===== config.mk =====
export PLATFORM = sky130hd
export DESIGN_NAME = jacobi_symbol_binary_core
export DESIGN_NICKNAME = d
export VERILOG_FILES = /design/src/hw/rtl/jsb_pkg.sv /design/src/hw/rtl/jsb_datapath.sv /design/src/hw/rtl/jsb_ctrl.sv /design/src/hw/rtl/jacobi_symbol_binary_core.sv
export VERILOG_INCLUDE_DIRS = /design/src /design/src/hw/rtl
export SDC_FILE = /design/constraint.sdc
export NUM_CORES = 1
export LEC_CHECK = 0
export ABC_CLOCK_PERIOD_IN_PS = 14880
export BUFFER_PORTS_ARGS = -buffer_cell sky130_fd_sc_hd__buf_2
export CAP_MARGIN = 20
export CORE_ASPECT_RATIO = 0.6
export CORE_MARGIN = 4
export CORE_UTILIZATION = 50
export CTS_BUF_LIST = sky130_fd_sc_hd__clkbuf_2
export DETAILED_ROUTE_END_ITERATION = 6
export PLACE_DENSITY = 0.75
export SYNTH_ARGS = -nofsm -noshare
export SYNTH_HDL_FRONTEND = slang
export SYNTH_SLANG_ARGS = --single-unit

===== constraint.sdc =====
create_clock -name clk_i -period 14.88 [get_ports clk_i]
set_clock_uncertainty 0.15 [all_clocks]
set_input_delay 0 -clock clk_i [delete_from_list [all_inputs] [get_ports clk_i]]
set_output_delay 0 -clock clk_i [all_outputs]
set_load 0.02 [all_outputs]

===== src/hw/rtl/jacobi_symbol_binary_core_macros.svh =====
// Assertion helpers shared by the datapath and the top-level RTL files.
// Every module that uses them has clk_i and rst_ni.
`ifndef JACOBI_SYMBOL_BINARY_CORE_MACROS_SVH
`define JACOBI_SYMBOL_BINARY_CORE_MACROS_SVH

// Check a property on every clock edge outside reset.
`define JSB_ASSERT(label, prop, msg) \
  label: assert property (@(posedge clk_i) disable iff (!rst_ni) (prop)) \
    else $error(msg);

// Check an implication whose consequent is checked in the next cycle.
`define JSB_ASSERT_NEXT(label, cond, prop, msg) \
  `JSB_ASSERT(label, (cond) |=> (prop), msg)

`endif


===== src/hw/rtl/jsb_pkg.sv =====
`timescale 1ns / 1ps

package jsb_pkg;

  // Operand width used by the datapath; ports stay at the full field width.
  localparam int unsigned WORD_BITS  = 64;
  localparam int unsigned FIELD_BITS = 64;

  typedef logic [WORD_BITS-1:0]  word_t;
  typedef logic [FIELD_BITS-1:0] field_t;

  // Symbol codes, two's complement.
  localparam logic [1:0] SYM_ZERO = 2'b00;
  localparam logic [1:0] SYM_POS  = 2'b01;
  localparam logic [1:0] SYM_NEG  = 2'b11;

  // Commands from the sequencer to the datapath.
  typedef struct packed {
    logic load;
    logic step;
  } cmd_t;

  // Status from the datapath to the sequencer.
  typedef struct packed {
    logic a_zero;
    logic n_odd;
    logic lt;
    logic n_one;
    logic flip;
  } sts_t;

  // Result hand-off from the sequencer to the output register.
  typedef struct packed {
    logic load;
    logic bad;
  } res_t;

endpackage


===== src/hw/rtl/jsb_datapath.sv =====
`timescale 1ns / 1ps
`include "jacobi_symbol_binary_core_macros.svh"

module jsb_datapath (
  input  logic            clk_i,
  input  logic            rst_ni,
  input  jsb_pkg::cmd_t   cmd_i,
  input  jsb_pkg::word_t  residue_i,
  input  jsb_pkg::word_t  modulus_i,
  output jsb_pkg::sts_t   sts_o
);

  jsb_pkg::word_t a_q, a_d;
  jsb_pkg::word_t n_q, n_d;
  logic           flip_q, flip_d;

  // Shared unit: compare, order the operands, subtract the smaller.
  logic           lt;
  jsb_pkg::word_t op_hi;
  jsb_pkg::word_t op_lo;
  jsb_pkg::word_t diff;

  assign lt    = a_q < n_q;
  assign op_hi = lt ? n_q : a_q;
  assign op_lo = lt ? a_q : n_q;
  assign diff  = op_hi - op_lo;

  // Next operand values: load, halve an even a, or swap and subtract.
  always_comb begin
    a_d    = a_q;
    n_d    = n_q;
    flip_d = flip_q;
    if (cmd_i.load) begin
      a_d    = residue_i;
      n_d    = modulus_i;
      flip_d = 1'b0;
    end else if (cmd_i.step) begin
      if (!a_q[0]) begin
        a_d = a_q >> 1;
        if (n_q[2:0] == 3'd3 || n_q[2:0] == 3'd5) begin
          flip_d = ~flip_q;
        end
      end else begin
        a_d = diff;
        if (lt) begin
          n_d = a_q;
          if (a_q[1:0] == 2'b11 && n_q[1:0] == 2'b11) begin
            flip_d = ~flip_q;
          end
        end
      end
    end
  end

  always_ff @(posedge clk_i) begin
    a_q    <= a_d;
    n_q    <= n_d;
    flip_q <= flip_d;
  end

  assign sts_o.a_zero = (a_q == '0);
  assign sts_o.n_odd  = n_q[0];
  assign sts_o.lt     = lt;
  assign sts_o.n_one  = (n_q == jsb_pkg::word_t'(1));
  assign sts_o.flip   = flip_q;

  // An odd n stays odd through every round.
  `JSB_ASSERT_NEXT(a_n_stays_odd, cmd_i.step && n_q[0], n_q[0], "n lost its odd bit")
  // A subtract round always leaves an even a.
  `JSB_ASSERT_NEXT(a_sub_gives_even, cmd_i.step && a_q[0] && n_q[0], !a_q[0],
                   "subtract left an odd value")
  // A halving round never grows a.
  `JSB_ASSERT_NEXT(a_shift_shrinks, cmd_i.step && !a_q[0], a_q <= $past(a_q),
                   "halving grew the operand")

endmodule


===== src/hw/rtl/jsb_ctrl.sv =====
`timescale 1ns / 1ps

module jsb_ctrl (
  input  logic           clk_i,
  input  logic           rst_ni,
  input  logic           in_valid_i,
  output logic           in_stall_o,
  input  jsb_pkg::sts_t  sts_i,
  input  logic           out_free_i,
  output jsb_pkg::cmd_t  cmd_o,
  output jsb_pkg::res_t  res_o
);

  typedef enum logic [3:0] {
    ST_IDLE  = 4'b0001,
    ST_CHECK = 4'b0010,
    ST_RUN   = 4'b0100,
    ST_DONE  = 4'b1000
  } state_e;

  state_e state_q, state_d;
  logic   bad_q, bad_d;

  // Sequence: load, range check, rounds until a is zero (skipped for a bad request), hand off.
  always_comb begin
    state_d    = state_q;
    bad_d      = bad_q;
    cmd_o      = '0;
    res_o.load = 1'b0;
    res_o.bad  = bad_q;
    unique case (state_q)
      ST_IDLE: begin
        if (in_valid_i) begin
          cmd_o.load = 1'b1;
          state_d    = ST_CHECK;
        end
      end
      ST_CHECK: begin
        bad_d   = !sts_i.n_odd || !sts_i.lt;
        state_d = bad_d ? ST_DONE : ST_RUN;
      end
      ST_RUN: begin
        if (sts_i.a_zero) begin
          state_d = ST_DONE;
        end else begin
          cmd_o.step = 1'b1;
        end
      end
      ST_DONE: begin
        if (out_free_i) begin
          res_o.load = 1'b1;
          state_d    = ST_IDLE;
        end
      end
      default: begin
        state_d = ST_IDLE;
      end
    endcase
  end

  always_ff @(posedge clk_i or negedge rst_ni) begin
    if (!rst_ni) begin
      state_q <= ST_IDLE;
      bad_q   <= 1'b0;
    end else begin
      state_q <= state_d;
      bad_q   <= bad_d;
    end
  end

  assign in_stall_o = (state_q != ST_IDLE);

endmodule


===== src/hw/rtl/jacobi_symbol_binary_core.sv =====
`timescale 1ns / 1ps
`include "jacobi_symbol_binary_core_macros.svh"
// Jacobi symbol (residue / modulus) by the binary subtract-and-shift method.
// Configuration: cfg_we_i writes cfg_wdata_i into the modulus register at a
// clock edge; write it only while no request is in flight.
// Input channel: residue_i is taken at an edge with in_valid_i high and
// in_stall_o low. The block holds in_stall_o high while it works on it.
// Output channel: symbol_o (-1, 0, 1 in two's complement) and bad_input_o
// are taken at an edge with out_valid_o high and out_stall_i low.
// bad_input_o is set, with symbol 0, for an even modulus or residue >= modulus.
// Sequence: the range check, then one round per cycle on the shared
// compare/subtract unit, then the done state and the output register. A halving
// round strips one factor of two, a subtract round reduces the larger odd
// operand; up to about 127 halving and 65 subtract rounds for 64-bit operands.
// A bad request skips the rounds and goes from the range check to the hand-off.
// The block takes one request at a time and finishes it first. A new request is taken
// once the previous result sits in the output register, even while the
// receiver stalls it; a stalled result holds.
// Reset clears the handshake state and sets the modulus to 1.

module jacobi_symbol_binary_core (
  input  logic               clk_i,
  input  logic               rst_ni,
  input  logic               cfg_we_i,
  input  logic [63:0]        cfg_wdata_i,
  input  logic               in_valid_i,
  output logic               in_stall_o,
  input  logic [63:0]        residue_i,
  output logic               out_valid_o,
  input  logic               out_stall_i,
  output logic signed [1:0]  symbol_o,
  output logic               bad_input_o
);

  jsb_pkg::field_t modulus_q;
  jsb_pkg::cmd_t   cmd;
  jsb_pkg::sts_t   sts;
  jsb_pkg::res_t   res;
  logic            out_valid_q;
  logic [1:0]      symbol_q, symbol_d;
  logic            bad_q;
  logic            out_free;

  // Hold the modulus register.
  always_ff @(posedge clk_i or negedge rst_ni) begin
    if (!rst_ni) begin
      modulus_q <= jsb_pkg::field_t'(1);
    end else if (cfg_we_i) begin
      modulus_q <= cfg_wdata_i;
    end
  end

  jsb_datapath u_datapath (
    .clk_i     (clk_i),
    .rst_ni    (rst_ni),
    .cmd_i     (cmd),
    .residue_i (residue_i[jsb_pkg::WORD_BITS-1:0]),
    .modulus_i (modulus_q[jsb_pkg::WORD_BITS-1:0]),
    .sts_o     (sts)
  );

  jsb_ctrl u_ctrl (
    .clk_i      (clk_i),
    .rst_ni     (rst_ni),
    .in_valid_i (in_valid_i),
    .in_stall_o (in_stall_o),
    .sts_i      (sts),
    .out_free_i (out_free),
    .cmd_o      (cmd),
    .res_o      (res)
  );

  // Form the symbol from the final n and the sign flag.
  always_comb begin
    if (res.bad || !sts.n_one) begin
      symbol_d = jsb_pkg::SYM_ZERO;
    end else if (sts.flip) begin
      symbol_d = jsb_pkg::SYM_NEG;
    end else begin
      symbol_d = jsb_pkg::SYM_POS;
    end
  end

  assign out_free = !out_valid_q || !out_stall_i;

  // Advance the output register; drop valid once the result is taken.
  always_ff @(posedge clk_i or negedge rst_ni) begin
    if (!rst_ni) begin
      out_valid_q <= 1'b0;
    end else if (res.load) begin
      out_valid_q <= 1'b1;
    end else if (!out_stall_i) begin
      out_valid_q <= 1'b0;
    end
  end

  always_ff @(posedge clk_i) begin
    if (res.load) begin
      symbol_q <= symbol_d;
      bad_q    <= res.bad;
    end
  end

  assign out_valid_o = out_valid_q;
  assign symbol_o    = $signed(symbol_q);
  assign bad_input_o = bad_q;

  `JSB_ASSERT(a_sym_code, !out_valid_o || symbol_o != 2'sb10, "invalid symbol code")
  `JSB_ASSERT(a_bad_zero, !(out_valid_o && bad_input_o) || symbol_o == 2'sb00,
              "bad input with nonzero symbol")
  `JSB_ASSERT_NEXT(a_busy_after_req, in_valid_i && !in_stall_o, in_stall_o,
                   "request taken while busy clear")

endmodule


==> run metrics <==
largest net degree at the start of global routing 72; WL/cell around 21 um; area added between synthesis and finish 31.9%; Max-slew headroom between 20 and 30%; max frequency 147 MHz; Post-DRT Antenna Nets 0; top_reg_cell synth edfxtp_1; Critical Path Fanout Max 17; CP required about 15,000 ps; Total Nets Final ~2,300; Longest Clk Path Bufs 3; drt drc 0; worst setup path end u_datapath.a_q[42]$_DFFE_PP_; GP Congestion 1.08; IO Pins 138; Post-Route WL approximately 53,000 um; fraction of registers with async set/reset approximately a third; htree depth 2; flops & latches, synth between 200 and 250; TritonRoute pass-1 iters 6; clock tree root driver cell clkbuf_2; Die H between 100 and 150 um; Core Rows 48; Final Hold Viols 0; Vias/cell roughly 6; Net Count, Synth around 1,900; Syn Std Cell Area 14,600 um^2; die footprint roughly 32,000 um^2; critical path, cell by cell nand2b_1 -> a2111oi_0 -> o32a_1 -> a2111oi_4 -> nor4_4 -> nand2_1 -> o22a_1 -> ha_1 -> nor2_1 -> nor2_1 -> o21ai_0 -> o21ai_0 -> a22oi_1 -> mux2_2 -> and4_1 -> o221a_2 -> o21ai_2 -> a21boi_1 -> o221ai_1 -> a31oi_1 -> xnor2_1 -> mux2i_1 -> o21ai_1; Worst path max stage delay between 700 and 800 ps; worst-case reg-to-reg path depth 23; via count approximately 15,000; fill count 2,291; Finish-stage setup viols 0; worst flop-to-flop path endpoint u_datapath.a_q[42]$_DFFE_PP_; Crit. End Element register; Cells after DPL 2,098; I/O Buffers ~140; Setup Fix Bufs, Post-CTS 0; Crit. Startpoint u_datapath.a_q[0]$_DFFE_PP_; share of cells above drive strength 1 between 10% and 20%; fin crit period 6820 ps; Distinct cells, synth 87; Fin Setup TNS 0 ps; RSZ-0062 raised after global routing no; clk_lat worst skew 1010 ps; Tot GR Track Use 32.3%; sequential area share after synthesis roughly two fifths; Starting Density 50.8%; reg2reg start u_datapath.a_q[0]$_DFFE_PP_; slowest cell on the critical path edfxtp_1; Critical Path Start Type register; Final Cycle Share roughly 46%; max cap viols 0; status completed; vias in the first global route 14,667; number of synthesized flops with an enable pin around 130; Die Wd approximately 230 um; R2R Setup Slk around 8100 ps; Reg clk slew, reported paths roughly 110 ps; synth warn 0; worst hold stages 5; final std cells w/o fill approximately 2,500; initial drt markers 1,737; Setup CP Type register to register; syn_area_per_cell slightly below 9 um^2; cell count after synthesis 1,662; Final HPWL DP about 34,000 um; Pins Over Slew Limit 0; global-route wire length before repair 82,100 um; grt total ovfl 0; CTS buffer count between 50 and 60; CTS Sinks approximately 200; CTS tree yes; Core Region roughly 29,000 um^2; Least-Margin Pin Slew 1070 ps; initial antenna violation count 0; WP data arrival 7390 ps; Hold WC Path Type input pin to register
==> cells by family after synthesis <==
| group | share of synthesized area, % |
|---|---|
| AND/OR/NAND/NOR | 20.6 |
| AO/OA/AOI/OAI | 15.2 |
| flip-flops | 39.0 |
| buffers and inverters | 4.76 |
| multiplexers | 11.1 |
| adder cells (fa/ha/maj) | 5.47 |
| XOR/XNOR | 3.77 |
==> metrics by stage <==
step | util [%] | cell area [um^2] | hold WS (ps) | worst slack (ps)
final | 67.0 | 19300 | 252 | 8060
after global routing | 67.0 | 19300 | 225 | 7840
after CTS | 67.0 | 19300 | 166 | 8300
after detailed placement | 53.8 | 15500 | 70.4 | 8320
after global placement | 53.8 | 15500 | 53.6 | 8420
after floorplan | - | 14600 | -446 | 6320
==> layout make-up <==
cell class,instances,area [um^2],area share [%]
multi-input cells,1296,8240,42.7
flip-flops and latches,202,5710,29.6
repair buffers,476,4070,21.1
well taps,375,469,2.43
clock buffers,74,370,1.92
inverters,78,295,1.53
clock inverters,22,124,0.642
diodes,1,2.50,0.0130
==> state kept, by name, summed over array words and instances (netlist names) <==
| signal | cells |
|---|---|
| bad_input_o | 1 |
| modulus_q | 64 |
| out_valid_o | 1 |
| symbol_o | 2 |
| u_ctrl.bad_q | 1 |
| u_ctrl.state_q | 4 |
| u_datapath.a_q | 64 |
| u_datapath.flip_q | 1 |
| u_datapath.n_q | 64 |
==> critical path, delay by kind of cell, from the launching register on <==
kind                     cells  cell delay (ps)
XOR/XNOR                     1              130
adder cells (fa/ha/maj)      1              200
flip-flops                   1              720
AO/OA/AOI/OAI               13             3480
multiplexers                 2              340
AND/OR/NAND/NOR              6             1540
==> cells in the mapped netlist, types with 3 or more instances <==
master | instances | area share (%)
buf_2 | 10 | 0.34
clkbuf_1 | 61 | 1.6
o21ai_0 | 97 | 3.3
nand2_1 | 376 | 9.6
buf_1 | 4 | 0.10
or3_1 | 9 | 0.38
edfxtp_1 | 131 | 27
o211ai_1 | 6 | 0.31
nand2b_1 | 47 | 2.0
xor2_1 | 28 | 1.7
nor3_1 | 6 | 0.21
and3_1 | 3 | 0.13
dfrtp_1 | 68 | 12
a21boi_0 | 5 | 0.26
nor2_1 | 79 | 2.0
mux2_2 | 71 | 5.5
inv_1 | 76 | 2.0
nor4_1 | 33 | 1.4
buf_6 | 7 | 0.54
ha_1 | 64 | 5.5
a31oi_1 | 17 | 0.73
a21oi_1 | 129 | 4.4
nand4_1 | 23 | 0.98
xnor2_1 | 35 | 2.1
a21o_1 | 11 | 0.56
a311oi_1 | 3 | 0.18
buf_4 | 4 | 0.21
a22oi_1 | 4 | 0.21
nor2b_1 | 17 | 0.73
nand3_1 | 21 | 0.72
and2_1 | 8 | 0.34
nor3b_1 | 4 | 0.21
a31o_1 | 3 | 0.18
o21ai_2 | 3 | 0.18
a221oi_1 | 4 | 0.24
o21a_1 | 9 | 0.46
nand3b_1 | 14 | 0.72
mux2i_1 | 75 | 5.1
o21ai_1 | 27 | 0.92
nor4b_1 | 4 | 0.24
==> placed cells by master, fill, tap and decap left out, types with 21 or more instances in the layout <==
cell type,instances
nand2_1,374
clkbuf_2,74
nand4_1,23
ha_1,64
o21ai_1,27
edfxtp_1,131
nand2b_1,47
mux2_2,71
nor2_1,79
inv_1,76
a21oi_1,129
dfrtp_1,68
xor2_1,28
nand3_1,21
o21ai_0,96
mux2i_1,75
xnor2_1,35
dlygate4sd3_1,328
nor4_1,33
buf_2,136
==> metal layers <==
metal  vias up  part of all wire [%]  global-route usage, %
li1       6816                     -                      -
met1      6986                    44                   47.0
met2       889                    42                   48.2
met3       115                    12                   8.09
met4         0                   2.4                   8.67
met5         -                     0                      0
==> worst min-delay path by stage <==
stage                       start                           end
floorplan                  rst_ni     modulus_q[10]$_DFFE_PN0P_
global placement           rst_ni     modulus_q[15]$_DFFE_PN0P_
detailed placement         rst_ni     modulus_q[17]$_DFFE_PN0P_
CTS                 residue_i[52]  u_datapath.a_q[52]$_DFFE_PP_
global route         residue_i[2]   u_datapath.a_q[2]$_DFFE_PP_
finish              residue_i[42]  u_datapath.a_q[42]$_DFFE_PP_
==> timing repair <==
| item | CTS | global route |
|---|---|---|
| hold endpoints to repair | 235 | 0 |
| hold buffers | 329 | 0 |
| gates resized for setup | 0 | 0 |
Power is not shown: default switching activity piles up to over one toggle a cycle in this logic, so the estimate is an artifact.
